**src/hw/rtl/wmd_pkg.sv**
```systemverilog
// Shared constants, register codes and types of the waveform min/max decimator.
`timescale 1ns / 1ps

package wmd_pkg;

    // Default field widths
    localparam int SAMPLE_BITS_DEF = 24;
    localparam int COORD_BITS_DEF  = 16;

    // Sample index and Q16.16 factors
    localparam int INDEX_BITS = 24;
    localparam int SCALE_BITS = 32;
    localparam int FRAC_BITS  = 16;

    // Configuration port
    localparam int APB_DATA_W = 32;
    localparam int APB_ADDR_W = 5;
    localparam int REG_IDX_W  = APB_ADDR_W - 2;

    typedef enum logic [REG_IDX_W-1:0] {
        REG_Y_SCALE  = 3'd0,
        REG_BASELINE = 3'd1,
        REG_OFFSET   = 3'd2,
        REG_X_STEP   = 3'd3,
        REG_DECIMATE = 3'd4
    } t_reg_idx;

    // Register reset values
    localparam logic [SCALE_BITS-1:0] Y_SCALE_RST  = 32'h0001_0000;
    localparam logic [SCALE_BITS-1:0] X_STEP_RST   = 32'h0001_0000;
    localparam logic                  DECIMATE_RST = 1'b1;

    // Flags that travel with a request
    typedef struct packed {
        logic first;
        logic last;
    } t_smp_flags;

    // Output serializer status
    typedef struct packed {
        logic       busy;
        logic [1:0] pos;
        logic [1:0] cnt;
    } t_dec_status;

endpackage

```
**src/hw/rtl/wmd_ifs.sv**
```systemverilog
// Valid/ready channel interfaces for samples and polyline points.
`timescale 1ns / 1ps

interface wmd_smp_if #(
    parameter int SAMPLE_BITS = wmd_pkg::SAMPLE_BITS_DEF
) ();
    logic                          valid;
    logic                          ready;
    logic signed [SAMPLE_BITS-1:0] sample;
    logic                          first;
    logic                          last;

    modport source (output valid, sample, first, last, input ready);
    modport sink   (input valid, sample, first, last, output ready);
endinterface


```
**src/hw/rtl/wmd_map.sv**
```systemverilog
// Four-stage pipeline that maps a sample and its index to a screen column and row.
`timescale 1ns / 1ps

module wmd_map #(
    parameter int SAMPLE_BITS = wmd_pkg::SAMPLE_BITS_DEF,
    parameter int COORD_BITS  = wmd_pkg::COORD_BITS_DEF
) (
    input  logic                           i_clk,
    input  logic                           i_rst_n,
    wmd_smp_if.sink                        i_smp,
    input  logic [wmd_pkg::SCALE_BITS-1:0] i_y_scale,
    input  logic signed [COORD_BITS-1:0]   i_baseline,
    input  logic signed [SAMPLE_BITS-1:0]  i_offset,
    input  logic [wmd_pkg::SCALE_BITS-1:0] i_x_step,
    output logic                           o_valid,
    input  logic                           i_ready,
    output logic [COORD_BITS-1:0]          o_x,
    output logic signed [COORD_BITS-1:0]   o_y,
    output wmd_pkg::t_smp_flags            o_flags
);
    import wmd_pkg::*;

    localparam int D_W  = SAMPLE_BITS + 1;          // sample minus offset
    localparam int YP_W = D_W + SCALE_BITS + 1;     // signed row product
    localparam int T_W  = YP_W - FRAC_BITS;         // truncated row offset
    localparam int YD_W = T_W + 1;                  // baseline minus row offset
    localparam int XP_W = INDEX_BITS + SCALE_BITS;  // column product
    localparam int XC_W = XP_W - FRAC_BITS;         // column before saturation

    localparam logic signed [COORD_BITS-1:0] Y_HI = {1'b0, {(COORD_BITS-1){1'b1}}};
    localparam logic signed [COORD_BITS-1:0] Y_LO = {1'b1, {(COORD_BITS-1){1'b0}}};
    localparam logic [INDEX_BITS-1:0]        INDEX_MAX = '1;

    // Stage enables
    logic w_en1, w_en2, w_en3, w_en4, w_acc;

    // Index counter
    logic [INDEX_BITS-1:0] r_index;
    logic [INDEX_BITS-1:0] w_idx;

    // Stage 1
    logic                  r1_v;
    logic signed [D_W-1:0] r1_diff;
    logic [INDEX_BITS-1:0] r1_idx;
    t_smp_flags            r1_fl;
    logic signed [D_W-1:0] w_diff;

    // Stage 2
    logic                   r2_v;
    logic signed [YP_W-1:0] r2_yp;
    logic [XP_W-1:0]        r2_xp;
    t_smp_flags             r2_fl;

    // Stage 3
    logic                   r3_v;
    logic signed [T_W-1:0]  r3_t;
    logic [COORD_BITS-1:0]  r3_x;
    t_smp_flags             r3_fl;
    logic signed [YP_W-1:0] w_bias;
    logic signed [YP_W-1:0] w_ysum;
    logic [XC_W-1:0]        w_xc;

    // Stage 4
    logic                         r4_v;
    logic signed [COORD_BITS-1:0] r4_y;
    logic [COORD_BITS-1:0]        r4_x;
    t_smp_flags                   r4_fl;
    logic signed [YD_W-1:0]       w_yd;
    logic signed [COORD_BITS-1:0] n4_y;

    // Flow control: a stage moves when it is empty or its successor moves
    assign w_en4       = !r4_v | i_ready;
    assign w_en3       = !r3_v | w_en4;
    assign w_en2       = !r2_v | w_en3;
    assign w_en1       = !r1_v | w_en2;
    assign i_smp.ready = w_en1;
    assign w_acc       = i_smp.valid & w_en1;

    always_ff @(posedge i_clk) begin
        if (!i_rst_n) begin
            r1_v    <= 1'b0;
            r2_v    <= 1'b0;
            r3_v    <= 1'b0;
            r4_v    <= 1'b0;
            r_index <= '0;
        end else begin
            if (w_en1) r1_v <= i_smp.valid;
            if (w_en2) r2_v <= r1_v;
            if (w_en3) r3_v <= r2_v;
            if (w_en4) r4_v <= r3_v;
            if (w_acc) r_index <= (w_idx == INDEX_MAX) ? INDEX_MAX : w_idx + 1'b1;
        end
    end

    // Stage 1: index and offset removal
    assign w_idx  = i_smp.first ? '0 : r_index;
    assign w_diff = D_W'(i_smp.sample) - D_W'(i_offset);

    always_ff @(posedge i_clk) begin
        if (w_en1) begin
            r1_diff     <= w_diff;
            r1_idx      <= w_idx;
            r1_fl.first <= i_smp.first;
            r1_fl.last  <= i_smp.last;
        end
    end

    // Stage 2: the two multiplications
    always_ff @(posedge i_clk) begin
        if (w_en2) begin
            r2_yp <= r1_diff * $signed({1'b0, i_y_scale});
            r2_xp <= XP_W'(r1_idx) * XP_W'(i_x_step);
            r2_fl <= r1_fl;
        end
    end

    // Stage 3: drop fraction (toward zero for rows), saturate column
    assign w_bias = {{(YP_W-FRAC_BITS){1'b0}}, {FRAC_BITS{r2_yp[YP_W-1]}}};
    assign w_ysum = r2_yp + w_bias;
    assign w_xc   = r2_xp[XP_W-1:FRAC_BITS];

    always_ff @(posedge i_clk) begin
        if (w_en3) begin
            r3_t  <= w_ysum[YP_W-1:FRAC_BITS];
            r3_x  <= (|w_xc[XC_W-1:COORD_BITS]) ? '1 : w_xc[COORD_BITS-1:0];
            r3_fl <= r2_fl;
        end
    end

    // Stage 4: row from baseline, saturated to the coordinate range
    assign w_yd = YD_W'(i_baseline) - YD_W'(r3_t);

    always_comb begin
        if (w_yd[YD_W-1:COORD_BITS-1] == '0 || w_yd[YD_W-1:COORD_BITS-1] == '1) begin
            n4_y = w_yd[COORD_BITS-1:0];
        end else if (w_yd[YD_W-1]) begin
            n4_y = Y_LO;
        end else begin
            n4_y = Y_HI;
        end
    end

    always_ff @(posedge i_clk) begin
        if (w_en4) begin
            r4_y  <= n4_y;
            r4_x  <= r3_x;
            r4_fl <= r3_fl;
        end
    end

    assign o_valid = r4_v;
    assign o_x     = r4_x;
    assign o_y     = r4_y;
    assign o_flags = r4_fl;

endmodule

```
**src/flat_wrapper.sv**
```systemverilog
// flat-port wrapper written by rule: the top's interface ports become plain ports
module wmd_map_flat import wmd_pkg::*;
#(
    parameter int SAMPLE_BITS = wmd_pkg::SAMPLE_BITS_DEF,
    parameter int COORD_BITS  = wmd_pkg::COORD_BITS_DEF
)
  (i_clk, i_rst_n, i_y_scale, i_baseline, i_offset, i_x_step, o_valid, i_ready, o_x, o_y, o_flags, i_smp_valid, i_smp_sample, i_smp_first, i_smp_last, i_smp_ready);
  wmd_smp_if #(.SAMPLE_BITS(SAMPLE_BITS)) i_smp_i ();
  input  logic i_clk;
  input  logic i_rst_n;
  input  logic [wmd_pkg::SCALE_BITS-1:0] i_y_scale;
  input  logic signed [COORD_BITS-1:0] i_baseline;
  input  logic signed [SAMPLE_BITS-1:0] i_offset;
  input  logic [wmd_pkg::SCALE_BITS-1:0] i_x_step;
  output logic o_valid;
  input  logic i_ready;
  output logic [COORD_BITS-1:0] o_x;
  output logic signed [COORD_BITS-1:0] o_y;
  output wmd_pkg::t_smp_flags o_flags;
  input wire logic [$bits(i_smp_i.valid)-1:0] i_smp_valid;
  input wire logic [$bits(i_smp_i.sample)-1:0] i_smp_sample;
  input wire logic [$bits(i_smp_i.first)-1:0] i_smp_first;
  input wire logic [$bits(i_smp_i.last)-1:0] i_smp_last;
  output wire logic [$bits(i_smp_i.ready)-1:0] i_smp_ready;
  assign i_smp_i.valid = i_smp_valid;
  assign i_smp_i.sample = i_smp_sample;
  assign i_smp_i.first = i_smp_first;
  assign i_smp_i.last = i_smp_last;
  assign i_smp_ready = i_smp_i.ready;
  wmd_map #(.SAMPLE_BITS(SAMPLE_BITS), .COORD_BITS(COORD_BITS)) u_core (.i_clk(i_clk), .i_rst_n(i_rst_n), .i_smp(i_smp_i), .i_y_scale(i_y_scale), .i_baseline(i_baseline), .i_offset(i_offset), .i_x_step(i_x_step), .o_valid(o_valid), .i_ready(i_ready), .o_x(o_x), .o_y(o_y), .o_flags(o_flags));
endmodule
```
**config.mk**
```make
export PLATFORM = sky130hd
export DESIGN_NAME = wmd_map_flat
export DESIGN_NICKNAME = d
export VERILOG_FILES = /design/src/hw/rtl/wmd_pkg.sv /design/src/hw/rtl/wmd_ifs.sv /design/src/hw/rtl/wmd_map.sv /design/src/flat_wrapper.sv
export SDC_FILE = /design/constraint.sdc
export NUM_CORES = 2
export LEC_CHECK = 0
export CORE_ASPECT_RATIO = 1.5
export CORE_MARGIN = 4
export CORE_UTILIZATION = 60
export CTS_CLUSTER_DIAMETER = 30
export CTS_CLUSTER_SIZE = 28
export DETAILED_ROUTE_END_ITERATION = 10
export DONT_BUFFER_PORTS = 1
export HOLD_SLACK_MARGIN = 0.03
export PLACE_DENSITY = 0.76
export SYNTH_ARGS = -nofsm -noshare
export SYNTH_HDL_FRONTEND = slang
export SYNTH_SLANG_ARGS = --single-unit
```
**constraint.sdc**
```tcl
create_clock -name i_clk -period 12.3 [get_ports i_clk]
set_input_delay 1.23 -clock i_clk [delete_from_list [all_inputs] [get_ports i_clk]]
set_output_delay 1.23 -clock i_clk [all_outputs]
set_load 0.02 [all_outputs]
```
==> impl_metrics.toml <==
[run_status]
status = "finished clean"

[final_layout]
drive_gt1_share_pct = 2.44
syn_to_final_growth_pct = 3.86
layout.nets = 8580
final_util_pct = 62.9

[worst_setup_path]
cp_slowest_cell = "edfxtp_1"
startpoint_type = "flop"
end_kind = "flop"
cp_data_required_time_ps = 12630
max_stage_delay_ps = 1110
critPathArrivalTime_ps = 9200
crit_top_cell = "fa_1"
crit_fanout = 32
worstSetupPathType = "flop to flop"

[drt]
vias = 45980
routed_wl_mm = 166
drc = 0
drt-initial-drc-count = 2723
wl_per_cell_um = 20.5
viasPerCell = 5.70
antenna_left = 0
first_pass_iters = 7

[synth]
synth.yosys.warnings = 0
synth-async-reset-ratio_pct = 0
syn_area_per_cell_sq_um = 9.38
synth_top_area_cell = "fa_1"
synthTopCellsByCount = "1518 x inv_1, 1346 x fa_1, 860 x nand2_1"
synth-seq-cells = 273
syn-num-nets = 8811
yosysTopAreaCellShare_pct = 42.0
synth_edf_count = 245
ys_types = 83
ys_seq_area_share_pct = 12.3
syn_inst = 6845
synth.top_cells.by_area = "fa_1 42%, edfxtp_1 11%, ha_1 9.5%"
syn_area_sq_um = 64200
synth.most_common_cell = "inv_1"
ys.flop_type = "edfxtp_1"

[global_routing]
grt_max_degree = 80
grt-ovfl-total = 0
grt.busiest_layer = "met2"
grt_use_met1_pct = 33.2
gr-usage-met2_pct = 54.9
grt_pass1_vias = 50866
grt_pass1_wl_mm = 267
gr-usage-met3_pct = 6.21
grt_usage_pct = 30.4
antenna_found_initial = 10

[cts]
hold_buffers = 0
cts.sinks = 273
insertion_delay_ps = 610
cts-root-buf = "clkbuf_16"
cts_setup_buffers = 0
htree_num_levels = 2
cts_resized = 0
cts_tree = "done"
cts_buffers = 46
clk_pin_slew_ps = 60
clk_path_buf_depth = 3

[timing]
setup-violations-final = 0
rsz0062_at_grt = "false"
period_share_pct = 72.2
slew_violations = 0
skew_ps = 59.0
setup_tns_ps = 0
period_minus_slack_ps = 8870
hold_viol = 0
worstMarginPinSlew_ps = 1190
max_freq_ghz = 0.113
slew_headroom_pct = 20.6

[die]
start_util_pct = 60.6
coreArea_sq_um = 106000
pin_count = 170
dieArea_sq_um = 112000
die_w_um = 275
rows = 146
die_h_um = 409

[hold_path]
hp-class = "flop to flop"

[job]
cap_violations = 0

[placement]
place_congestion = 0.922
numPortBuffers = 0
hpwl_mm = 132
==> cell type report <==
| type | count | area [sq um] |
|---|---|---|
| well taps | 1406 | 1760 |
| multi-input cells | 4722 | 49300 |
| inverters | 1518 | 5700 |
| diodes | 10 | 25.0 |
| flip-flops and latches | 273 | 7920 |
| clock inverters | 34 | 380 |
| clock buffers | 51 | 1170 |
| repair buffers | 53 | 398 |
| fillers | 8724 | 39300 |
==> registers in the layout, indices dropped and copies added (netlist names), 2 cells and up <==
register,cells
u_core.r2_fl,2
u_core.o_y,16
u_core.r1_diff,25
u_core.r3_t,42
u_core.o_flags,2
u_core.r1_fl,2
u_core.o_x,16
u_core.r2_yp,58
u_core.r_index,24
u_core.r3_x,16
u_core.r1_idx,24
u_core.r2_xp,40
u_core.r3_fl,2
==> metal layers <==
metal  part of all wire, %  vias to the layer above
li1                      -                    20156
met1                    34                    23469
met2                    52                     1712
met3                   7.1                      635
met4                   6.6                        8
met5                 0.027                        -
==> cell usage in the layout, fill, tap and decap left out, drive strengths merged, types with 21 or more instances in the layout <==
cell type,netlist,final
a31oi,23,23
nor2,97,97
and2,804,804
nand4,36,36
xnor2,132,132
edfxtp,245,245
and3,45,45
nand2,860,860
dfxtp,28,28
a21o,97,97
fa,1346,1346
o21a,21,21
buf,7,53
nor3,22,22
o21ai,119,119
xor2,63,63
clkbuf,325,51
nor2b,63,63
nand3,60,60
or3,22,22
inv,1518,1530
a21oi,190,190
nand2b,42,42
ha,486,486
==> critical path, delay by kind of cell, from the launching register on <==
family                     cells  cell delay [ps]
AOI/OAI and AO/OA              9             2450
adders and majority gates      8             3920
and+or+nand+nor                3              830
buffers and inverters          4              200
DFF                            1             1110
xor gates and xnor gates       1              100
==> path summary, 6_finish.rpt <==
check	to	cells past startpoint	slack (ps)	startpoint
max	u_core.r2_yp[56]	25	3430	u_core.r1_diff[2]
min reg2reg	u_core.o_x[9]	0	420	u_core.r3_x[9]
max reg2reg	u_core.r2_yp[56]	25	3430	u_core.r1_diff[2]
min	u_core.o_x[9]	0	420	u_core.r3_x[9]
==> through the flow <==
step           area [sq um]  setup slack [ps]  std cells  hold slack (ps)
3_3_place_gp          65100              3410       7972              401
2_1_floorplan         64200              3700       6845              400
4_1_cts               66700              3490       8057              417
5_1_grt               66700              3050       8058              423
6_report              66700              3430       8067              416
3_5_place_dp          65100              3400       7972              405
==> logic make-up (layout without fill, tap and decap cells) <==
kind of cell / count (synthesis) / in the layout / synth area share (%)
and+or+nand+nor: 2095 / 2095 / 16.6
adders and majority gates: 1832 / 1832 / 51.4
DFF: 273 / 273 / 12.3
other: 0 / 10 / 0
muxes: 18 / 18 / 0.286
buffers and inverters: 1850 / 1656 / 10.8
AOI/OAI and AO/OA: 582 / 582 / 5.83
xor gates and xnor gates: 195 / 195 / 2.66
Power is left out: the tool's default activity adds up to more than one toggle a clock period on the data nets, which glitch-free logic cannot reach.
