--- config.mk ---
export PLATFORM = sky130hd
export DESIGN_NAME = wmd_decim_flat
export DESIGN_NICKNAME = d
export VERILOG_FILES = /design/src/hw/rtl/wmd_pkg.sv /design/src/hw/rtl/wmd_ifs.sv /design/src/hw/rtl/wmd_decim.sv /design/src/flat_wrapper.sv
export SDC_FILE = /design/constraint.sdc
export NUM_CORES = 1
export LEC_CHECK = 0
export ABC_CLOCK_PERIOD_IN_PS = 12220
export BUFFER_PORTS_ARGS = -buffer_cell sky130_fd_sc_hd__buf_2
export CAP_MARGIN = 0
export CORE_MARGIN = 3
export CORE_UTILIZATION = 55
export CTS_BUF_LIST = sky130_fd_sc_hd__clkbuf_2
export DETAILED_ROUTE_END_ITERATION = 10
export GPL_TIMING_DRIVEN = 1
export PLACE_DENSITY = 0.74
export SYNTH_ARGS = -nofsm -noshare
export SYNTH_HDL_FRONTEND = slang
export SYNTH_SLANG_ARGS = --single-unit
export TNS_END_PERCENT = 10
--- constraint.sdc ---
create_clock -name i_clk -period 12.22 [get_ports i_clk]
set_clock_uncertainty 0.2 [all_clocks]
set_input_delay 0.611 -clock i_clk [delete_from_list [all_inputs] [get_ports i_clk]]
set_output_delay 0.611 -clock i_clk [all_outputs]
set_load 0.03 [all_outputs]
--- src/hw/rtl/wmd_pkg.sv ---
// Shared constants, register codes and types of the waveform min/max decimator.
`timescale 1ns / 1ps

package wmd_pkg;

    // Default field widths
    localparam int SAMPLE_BITS_DEF = 24;
    localparam int COORD_BITS_DEF  = 16;

    // Sample index and Q16.16 factors
    localparam int INDEX_BITS = 24;
    localparam int SCALE_BITS = 32;
    localparam int FRAC_BITS  = 16;

    // Configuration port
    localparam int APB_DATA_W = 32;
    localparam int APB_ADDR_W = 5;
    localparam int REG_IDX_W  = APB_ADDR_W - 2;

    typedef enum logic [REG_IDX_W-1:0] {
        REG_Y_SCALE  = 3'd0,
        REG_BASELINE = 3'd1,
        REG_OFFSET   = 3'd2,
        REG_X_STEP   = 3'd3,
        REG_DECIMATE = 3'd4
    } t_reg_idx;

    // Register reset values
    localparam logic [SCALE_BITS-1:0] Y_SCALE_RST  = 32'h0001_0000;
    localparam logic [SCALE_BITS-1:0] X_STEP_RST   = 32'h0001_0000;
    localparam logic                  DECIMATE_RST = 1'b1;

    // Flags that travel with a request
    typedef struct packed {
        logic first;
        logic last;
    } t_smp_flags;

    // Output serializer status
    typedef struct packed {
        logic       busy;
        logic [1:0] pos;
        logic [1:0] cnt;
    } t_dec_status;

endpackage

--- src/hw/rtl/wmd_ifs.sv ---


interface wmd_pt_if #(
    parameter int COORD_BITS = wmd_pkg::COORD_BITS_DEF
) ();
    logic                         valid;
    logic                         ready;
    logic        [COORD_BITS-1:0] x;
    logic signed [COORD_BITS-1:0] y;
    logic                         last_point;

    modport source (output valid, x, y, last_point, input ready);
    modport sink   (input valid, x, y, last_point, output ready);
endinterface

--- src/hw/rtl/wmd_decim.sv ---
// Column min/max folding and point serializer, up to three points per sample.
`timescale 1ns / 1ps

module wmd_decim #(
    parameter int COORD_BITS = wmd_pkg::COORD_BITS_DEF
) (
    input  logic                         i_clk,
    input  logic                         i_rst_n,
    input  logic                         i_valid,
    output logic                         o_ready,
    input  logic [COORD_BITS-1:0]        i_x,
    input  logic signed [COORD_BITS-1:0] i_y,
    input  wmd_pkg::t_smp_flags          i_flags,
    input  logic                         i_decimate,
    wmd_pt_if.source                     o_pt,
    output wmd_pkg::t_dec_status         o_status
);
    import wmd_pkg::*;

    // Trace state: last point and folded extremes of its column
    logic [COORD_BITS-1:0]        r_col;
    logic signed [COORD_BITS-1:0] r_row;
    logic signed [COORD_BITS-1:0] r_min;
    logic signed [COORD_BITS-1:0] r_max;
    logic                         r_coll;

    // Point bundle being delivered
    logic                         r_busy;
    logic [1:0]                   r_pos;
    logic [1:0]                   r_cnt;
    logic [COORD_BITS-1:0]        r_px [3];
    logic signed [COORD_BITS-1:0] r_py [3];

    logic                         w_lastpt, w_out_hs, w_free, w_acc;
    logic                         w_plain, w_fold, w_new, w_same;
    logic signed [COORD_BITS-1:0] w_fmin, w_fmax, w_emin, w_emax, w_ea, w_eb;
    logic                         w_ecoll, w_ext, w_pt;
    logic [1:0]                   n_cnt;
    logic [COORD_BITS-1:0]        n_px [3];
    logic signed [COORD_BITS-1:0] n_py [3];

    // Handshake
    assign w_lastpt = (r_pos == r_cnt - 2'd1);
    assign w_out_hs = r_busy & o_pt.ready;
    assign w_free   = !r_busy | (o_pt.ready & w_lastpt);
    assign w_acc    = i_valid & w_free;
    assign o_ready  = w_free;

    // Sample classification
    assign w_same  = (i_x == r_col);
    assign w_plain = !i_decimate | i_flags.first;
    assign w_fold  = i_decimate & !i_flags.first & w_same;
    assign w_new   = i_decimate & !i_flags.first & !w_same;

    // Extremes after folding this sample in
    assign w_fmin = (i_y < r_min) ? i_y : r_min;
    assign w_fmax = (!(i_y < r_min) && i_y > r_max) ? i_y : r_max;

    // Extremes pair: before the new column, or on a flush within the column
    assign w_ecoll = w_fold ? 1'b1 : r_coll;
    assign w_emin  = w_fold ? w_fmin : r_min;
    assign w_emax  = w_fold ? w_fmax : r_max;
    assign w_ext   = (w_new | (w_fold & i_flags.last)) & w_ecoll
                   & !((r_row <= w_emin && i_y >= w_emax) || (r_row >= w_emax && i_y <= w_emin));
    assign w_ea    = (r_row < i_y) ? w_emin : w_emax;
    assign w_eb    = (r_row < i_y) ? w_emax : w_emin;

    // The sample's own point
    assign w_pt = w_plain | w_new | (w_fold & i_flags.last & (i_y != r_row));

    // Assemble the bundle
    always_comb begin
        if (w_ext) begin
            n_px[0] = r_col;
            n_py[0] = w_ea;
            n_px[1] = r_col;
            n_py[1] = w_eb;
            n_px[2] = i_x;
            n_py[2] = i_y;
            n_cnt   = w_pt ? 2'd3 : 2'd2;
        end else begin
            n_px[0] = i_x;
            n_py[0] = i_y;
            n_px[1] = i_x;
            n_py[1] = i_y;
            n_px[2] = i_x;
            n_py[2] = i_y;
            n_cnt   = w_pt ? 2'd1 : 2'd0;
        end
    end

    // Trace state and serializer control
    always_ff @(posedge i_clk) begin
        if (!i_rst_n) begin
            r_col  <= '0;
            r_row  <= '0;
            r_min  <= '0;
            r_max  <= '0;
            r_coll <= 1'b0;
            r_busy <= 1'b0;
            r_pos  <= '0;
            r_cnt  <= '0;
        end else if (w_acc) begin
            if (w_fold && !i_flags.last) begin
                r_min  <= w_fmin;
                r_max  <= w_fmax;
                r_coll <= 1'b1;
            end else begin
                r_col  <= i_x;
                r_row  <= i_y;
                r_min  <= i_y;
                r_max  <= i_y;
                r_coll <= 1'b0;
            end
            r_busy <= (n_cnt != 2'd0);
            r_pos  <= '0;
            r_cnt  <= n_cnt;
        end else if (w_out_hs) begin
            if (w_lastpt) begin
                r_busy <= 1'b0;
            end else begin
                r_pos <= r_pos + 2'd1;
            end
        end
    end

    // Bundle payload
    always_ff @(posedge i_clk) begin
        if (w_acc) begin
            r_px <= n_px;
            r_py <= n_py;
        end
    end

    assign o_pt.valid      = r_busy;
    assign o_pt.x          = r_px[r_pos];
    assign o_pt.y          = r_py[r_pos];
    assign o_pt.last_point = w_lastpt;

    assign o_status.busy = r_busy;
    assign o_status.pos  = r_pos;
    assign o_status.cnt  = r_cnt;

endmodule

--- src/flat_wrapper.sv ---
// flat-port wrapper written by rule: the top's interface ports become plain ports
module wmd_decim_flat import wmd_pkg::*;
#(
    parameter int COORD_BITS = wmd_pkg::COORD_BITS_DEF
)
  (i_clk, i_rst_n, i_valid, o_ready, i_x, i_y, i_flags, i_decimate, o_status, o_pt_valid, o_pt_x, o_pt_y, o_pt_last_point, o_pt_ready);
  wmd_pt_if #(.COORD_BITS(COORD_BITS)) o_pt_i ();
  input  logic i_clk;
  input  logic i_rst_n;
  input  logic i_valid;
  output logic o_ready;
  input  logic [COORD_BITS-1:0] i_x;
  input  logic signed [COORD_BITS-1:0] i_y;
  input  wmd_pkg::t_smp_flags i_flags;
  input  logic i_decimate;
  output wmd_pkg::t_dec_status o_status;
  output wire logic [$bits(o_pt_i.valid)-1:0] o_pt_valid;
  output wire logic [$bits(o_pt_i.x)-1:0] o_pt_x;
  output wire logic [$bits(o_pt_i.y)-1:0] o_pt_y;
  output wire logic [$bits(o_pt_i.last_point)-1:0] o_pt_last_point;
  input wire logic [$bits(o_pt_i.ready)-1:0] o_pt_ready;
  assign o_pt_valid = o_pt_i.valid;
  assign o_pt_x = o_pt_i.x;
  assign o_pt_y = o_pt_i.y;
  assign o_pt_last_point = o_pt_i.last_point;
  assign o_pt_i.ready = o_pt_ready;
  wmd_decim #(.COORD_BITS(COORD_BITS)) u_core (.i_clk(i_clk), .i_rst_n(i_rst_n), .i_valid(i_valid), .o_ready(o_ready), .i_x(i_x), .i_y(i_y), .i_flags(i_flags), .i_decimate(i_decimate), .o_pt(o_pt_i), .o_status(o_status));
endmodule
==> results.json, run 1 <==
{
  "hold_class": "in -> reg",
  "path_clk_slew_ns": 0.26,
  "core_um2": 16800,
  "ant_nets": 0,
  "ys_async_sr_fraction_pct": 0,
  "p_clk_share_pct": 24.4,
  "end_kind": "flop",
  "p_total_mw": 1.16,
  "antenna_found_initial": 1,
  "fmax_ghz": 0.144,
  "synthTopCellsByArea": "edfxtp_1 (25%), dfxtp_1 (15%), ha_1 (14%)",
  "synth_top_area_share_pct": 25.0,
  "fin_tns_setup_ns": 0,
  "ctsResizeCount": 0,
  "grt_pass1_wl_um": 38900,
  "p_leak_nw": 4.44,
  "ys_ff_latch": 150,
  "numCtsBuffers": 17,
  "netlist_instances": 1042,
  "overflow": 0,
  "synth_top_area_cell": "edfxtp_1",
  "arrival_ns": 7.30,
  "seq_area_frac_synth_pct": 39.6,
  "area_growth_pct": 11.8,
  "yosysWarnings": 0,
  "drt-vias-per-instance": 5.76,
  "cap_violations": 0,
  "path_class": "in -> reg",
  "nNetsFinal": 1282,
  "die_w_um": 138,
  "place_area_um2": 10200,
  "synth-edff-count": 80,
  "hpwlAfterDp_um": 16800,
  "ff2ff_setup_slack_ns": 5.41,
  "cts-root-buf": "clkbuf_2",
  "clk_path_buf_depth": 2,
  "comb_power_share_pct": 24.8,
  "dieArea_um2": 19100,
  "synth.net_count": 1188,
  "r2r_start": "u_core.r_min[3]$_SDFFE_PN0P_",
  "grt_pass1_vias": 7686,
  "vdd_ir_drop_max_mv": 0.0621,
  "grt_usage_pct": 24.8,
  "insertion_delay_ns": 0.77,
  "r2r-end": "u_core.r_px[20]$_DFFE_PP_",
  "dp_cells": 1302,
  "pre_cts_ws_ns": 5.10,
  "synth_area_um2": 9610,
  "cp_max_fo": 53,
  "pin_count": 79,
  "synth.distinct_cells": 59,
  "reg2reg_depth": 21,
  "synth-main-ff-cell": "edfxtp_1",
  "num_vias": 7886,
  "grt_max_degree": 83,
  "whs_path_depth": 4,
  "port_buffers": 78,
  "instances_no_fill": 1370,
  "gp_congestion": 0.890,
  "row_count": 47,
  "n_fill_cell": 1435,
  "cts.sinks": 150,
  "setup_viol": 0,
  "power.internal_mw": 0.762,
  "status": "finished, final reports clean",
  "max_slew_margin_pct": 23.8,
  "first_pass_iters": 6,
  "pwr_density_cell_nw_per_um2": 108,
  "period_share_pct": 56.9,
  "pwr-share-seq_pct": 50.8,
  "totalWireLength_um": 23600,
  "hold_slack_ns": 0.0766,
  "rsz0062_at_grt": "false",
  "hold_start": "o_pt_ready",
  "drtIter0Drc": 708,
  "cts_htree_levels": 4,
  "drive_above_1_share_pct": 15.5,
  "worstMarginPinSlew_ns": 1.14,
  "setup_ws_ns": 5.27,
  "p_sw_share_pct": 34.2,
  "cts_tree": "built",
  "finalHoldViolCount": 0,
  "drc": 0,
  "start_util_pct": 57.1,
  "fin_util_pct": 63.9,
  "crit_path_start_kind": "primary input",
  "holdPathEnd": "u_core.r_pos[1]$_SDFFE_PP0P_",
  "die_h_um": 138,
  "p_sw_mw": 0.396,
  "fin_area_um2": 10700,
  "final_max_slew_viol_count": 0,
  "required_ns": 12.56,
  "fin_crit_ns": 6.95,
  "avgSynthCellArea_um2": 9.22,
  "wl_per_cell_um": 17.2
}
==> state kept, by name, summed over array words and instances (netlist names) <==
name,cells
u_core.r_py,48
u_core.r_px,32
u_core.r_col,16
u_core.r_max,16
u_core.r_min,16
u_core.r_row,16
u_core.r_cnt,2
u_core.r_pos,2
u_core.o_pt.valid,1
u_core.r_coll,1
==> worst max-delay path by stage <==
stage	start	end	slack [ns]	depth (start not counted)
6_report	i_y[11]	u_core.r_px[20]$_DFFE_PP_	5.27	21
2_1_floorplan	i_y[6]	u_core.r_px[21]$_DFFE_PP_	6.99	21
5_1_grt	i_y[2]	u_core.r_px[20]$_DFFE_PP_	4.96	22
3_5_place_dp	i_y[11]	u_core.r_px[16]$_DFFE_PP_	5.10	20
4_1_cts	i_y[11]	u_core.r_px[16]$_DFFE_PP_	5.38	21
3_3_place_gp	i_y[11]	u_core.r_px[31]$_DFFE_PP_	5.21	20
==> synthesized netlist by cell type (all sizes together) (4+ instances only) <==
cell and number:
a211oi 4, inv 75, nor2b 9, buf 11, edfxtp 80, nand4 23, a21o 15, o22ai 4
nor2 87, o21ai 87, dfxtp 70, nor3 10, mux2 44, nand2b 9, nand2 136, nand3 12
a21oi 102, clkbuf 37, mux2i 53, xnor2 19, ha 107, o31ai 4
==> placed cells by master, fill, tap and decap left out, types with 35 or more instances in the layout <==
cell             n
inv_1           74
edfxtp_1        80
buf_2           78
dfxtp_1         69
a21oi_1        100
ha_1           107
nor2_1          86
nand2_1        136
dlygate4sd3_1   35
mux2i_1         53
o21ai_0         85
==> what timing repair did <==
action | 4_1_cts | 5_1_grt
endpoints found under the setup margin | 0 | 0
hold buffers | 35 | 0
endpoints found under the hold margin | 94 | 0
buffers inserted | 0 | 0
==> cell type report <==
type | count | area (um2) | area share, %
Timing Repair Buffer | 123 | 816 | 7.60
Clock buffer | 18 | 90.1 | 0.839
Multi-Input combinational cell | 768 | 5320 | 49.6
Tap cell | 220 | 275 | 2.56
Clock inverter | 14 | 141 | 1.32
Inverter | 76 | 285 | 2.66
Sequential cell | 150 | 3800 | 35.4
Antenna cell | 1 | 2.50 | 0.0233
==> cell families (layout without fill, tap and decap cells) <==
kind of cell	Yosys count	count (layout)	share of synthesized area, %
mux	97	97	11.1
buf+inv	124	231	5.17
other cells	0	1	0
flops	150	150	39.6
simple gates	303	303	13.9
compound gates	239	239	14.3
fa+ha+maj	108	108	14.1
xor+xnor	21	21	1.91
==> worst max-delay path, stage by stage <==
cell	delay, ns
dlygate4sd3_1	0.54
buf_2	0.21
ha_1	0.33
a21oi_1	0.16
o22ai_1	0.10
o31ai_1	0.40
o21ai_2	0.21
nand2b_1	0.68
a21oi_1	0.60
ha_1	0.34
nor2b_1	0.14
o21a_1	0.16
o21ai_0	0.18
nand2b_1	0.09
a21oi_1	0.19
o221ai_1	0.14
mux2i_1	0.16
or4_1	0.60
nand4_1	0.42
buf_4	0.62
mux2_2	0.40
==> metal layers <==
layer,track usage (%),part of all wire (%),up-vias
li1,-,-,3892
met1,35.2,46,3692
met2,39.1,45,264
met4,7.80,2.1,0
met5,0,0,-
met3,4.25,7.0,38
==> power by group through the flow <==
stage	sequential (mW)	combinational [mW]	clock, mW
2_1_floorplan	0.593	0.195	0
3_3_place_gp	0.598	0.270	0
3_5_place_dp	0.599	0.276	0
4_1_cts	0.588	0.286	0.288
5_1_grt	0.593	0.321	0.307
6_report	0.588	0.287	0.283
No activity file was read; power rests on OpenSTA's default activity.
==> run 2, diff against run 1 <==
ABC_CLOCK_PERIOD_IN_PS = 6900   (was 12220)
clock period = 6.9 ns   (was 12.22 ns; I/O delays follow)
==> run 2 against run 1 <==
Wire length grew 2.3%. Largest power group unchanged. Via count is 0.74% higher. Global-route usage rose by 0.51 points. Count of clock-buffer cells in the layout down 1.
==> results.json, run 2 (synthesis gave the netlist of run 1 again) <==
{
  "status": "finished, final reports clean",
  "nNetsFinal": 1289,
  "p_total_mw": 2.04,
  "insertion_delay_ns": 0.79,
  "antenna_found_initial": 1,
  "area_growth_pct": 12.4,
  "top_regs": "u_core.r_py: 48 flops, u_core.r_px: 32 flops",
  "path_class": "reg -> reg",
  "setup_ws_ns": 0.752,
  "drtIter0Drc": 633,
  "grt_usage_pct": 25.3,
  "die_h_um": 138,
  "r2r_start": "u_core.r_min[6]$_SDFFE_PN0P_",
  "arrival_ns": 6.63,
  "whs_path_depth": 2,
  "hold_class": "in -> reg",
  "drive_above_1_share_pct": 15.8,
  "finalHoldViolCount": 0,
  "grt_max_degree": 83,
  "max_slew_margin_pct": 22.3,
  "largest_register": "u_core.r_py",
  "layout_common_cells": "nand2_1 (136), ha_1 (107), a21oi_1 (100)",
  "worstMarginPinSlew_ns": 1.16,
  "grt_pass1_wl_um": 39200,
  "final_max_slew_viol_count": 0,
  "core_um2": 16800,
  "p_leak_nw": 4.47,
  "end_kind": "flop",
  "numCtsBuffers": 17,
  "dieArea_um2": 19100,
  "fin_util_pct": 64.2,
  "setup_viol": 0,
  "cts_tree": "built",
  "cts.sinks": 150,
  "postCtsHoldBufs": 37,
  "fmax_ghz": 0.163,
  "rsz0062_at_grt": "false",
  "totalWireLength_um": 24100,
  "cts-root-buf": "clkbuf_2",
  "r2r-end": "u_core.o_pt.valid$_SDFFE_PN0P_",
  "grt_pass1_vias": 7583,
  "cp_max_fo": 45,
  "start_util_pct": 57.1,
  "num_vias": 7944,
  "pre_cts_ws_ns": 0.880,
  "ctsResizeCount": 0,
  "required_ns": 7.38,
  "path_clk_slew_ns": 0.29,
  "ant_nets": 0,
  "multi_input_area_um2": 5330,
  "largest_reg_flops": 48,
  "wl_per_cell_um": 17.5,
  "drt-vias-per-instance": 5.77,
  "place_area_um2": 10200,
  "hold_start": "i_x[13]",
  "die_w_um": 138,
  "fin_tns_setup_ns": 0,
  "pin_count": 79,
  "gp_congestion": 0.954,
  "cap_violations": 0,
  "cts_htree_levels": 4,
  "row_count": 47,
  "pwr_density_cell_nw_per_um2": 189,
  "period_share_pct": 89.1,
  "hpwlAfterDp_um": 17200,
  "clk_path_buf_depth": 2,
  "holdPathEnd": "u_core.r_px[13]$_DFFE_PP_",
  "overflow": 0,
  "final_common_cell": "nand2_1",
  "port_buffers": 78,
  "ff2ff_setup_slack_ns": 0.75,
  "n_fill_cell": 1448,
  "cts_setup_buffers": 0,
  "crit_path_start_kind": "flop",
  "first_pass_iters": 6,
  "regArea_um2": 3800,
  "vdd_ir_drop_max_mv": 0.0925,
  "drc": 0,
  "fin_area_um2": 10800,
  "reg2reg_depth": 21,
  "fin_crit_ns": 6.15
}
## run 2: critical path, stage by stage (launching register included)
cell and delay (ns):
dfxtp_1 0.45, inv_1 0.06, ha_1 0.31, nand4_1 0.10, o311a_1 0.39, o21ai_2 0.34, nand2b_1 0.41, buf_4 0.33
nor2_1 0.06, a21oi_1 0.29, ha_1 0.32, a21o_1 0.16, a21oi_1 0.20, o21ai_0 0.12, nor2_1 0.14, o221ai_1 0.14
mux2i_1 0.14, or4_1 0.57, nand4_1 0.12, buf_4 0.46, o21ai_0 0.17, dlygate4sd3_1 0.57
## run 2: layer usage
metal	GRT usage (%)	routed length, um	up-vias
li1	-	-	3909
met5	0	0	-
met4	7.12	397	0
met2	39.5	10800	245
met1	37.0	11400	3747
met3	3.83	1540	43
## run 2: power by group
group	total, mW	internal (mW)	switching (mW)	leakage (nW)
registers	1.04	1.01	0.0380	1.34
clock network	0.485	0.113	0.372	0.140
logic	0.510	0.203	0.307	2.99
total	2.04	1.32	0.717	4.47
## run 2: worst max-delay path by stage
stage	start	endpoint	slack (ns)
floorplan	u_core.r_max[2]$_SDFFE_PN0P_	u_core.r_px[21]$_DFFE_PP_	1.85
global placement	i_y[2]	u_core.r_px[17]$_DFFE_PP_	0.91
detailed placement	i_y[2]	u_core.r_px[16]$_DFFE_PP_	0.88
CTS	u_core.r_col[15]$_SDFFE_PN0P_	u_core.o_pt.valid$_SDFFE_PN0P_	0.79
global route	u_core.r_min[6]$_SDFFE_PN0P_	u_core.o_pt.valid$_SDFFE_PN0P_	0.30
finish	u_core.r_min[6]$_SDFFE_PN0P_	u_core.o_pt.valid$_SDFFE_PN0P_	0.75
## run 2: through the flow
stage	instances	hold WS, ns
floorplan	1042	0.236
global placement	1307	0.242
detailed placement	1307	0.252
CTS	1376	0.0694
global route	1377	0.0716
finish	1377	0.104
## run 2: layout make-up
type | instances | area share (%)
timing repair buffer | 130 | 8.09
clock buffer | 17 | 0.788
antenna | 1 | 0.0232
sequential | 150 | 35.2
clock inverter | 15 | 1.30
tap | 220 | 2.55
inverter | 76 | 2.64
multi-input combinational | 768 | 49.4
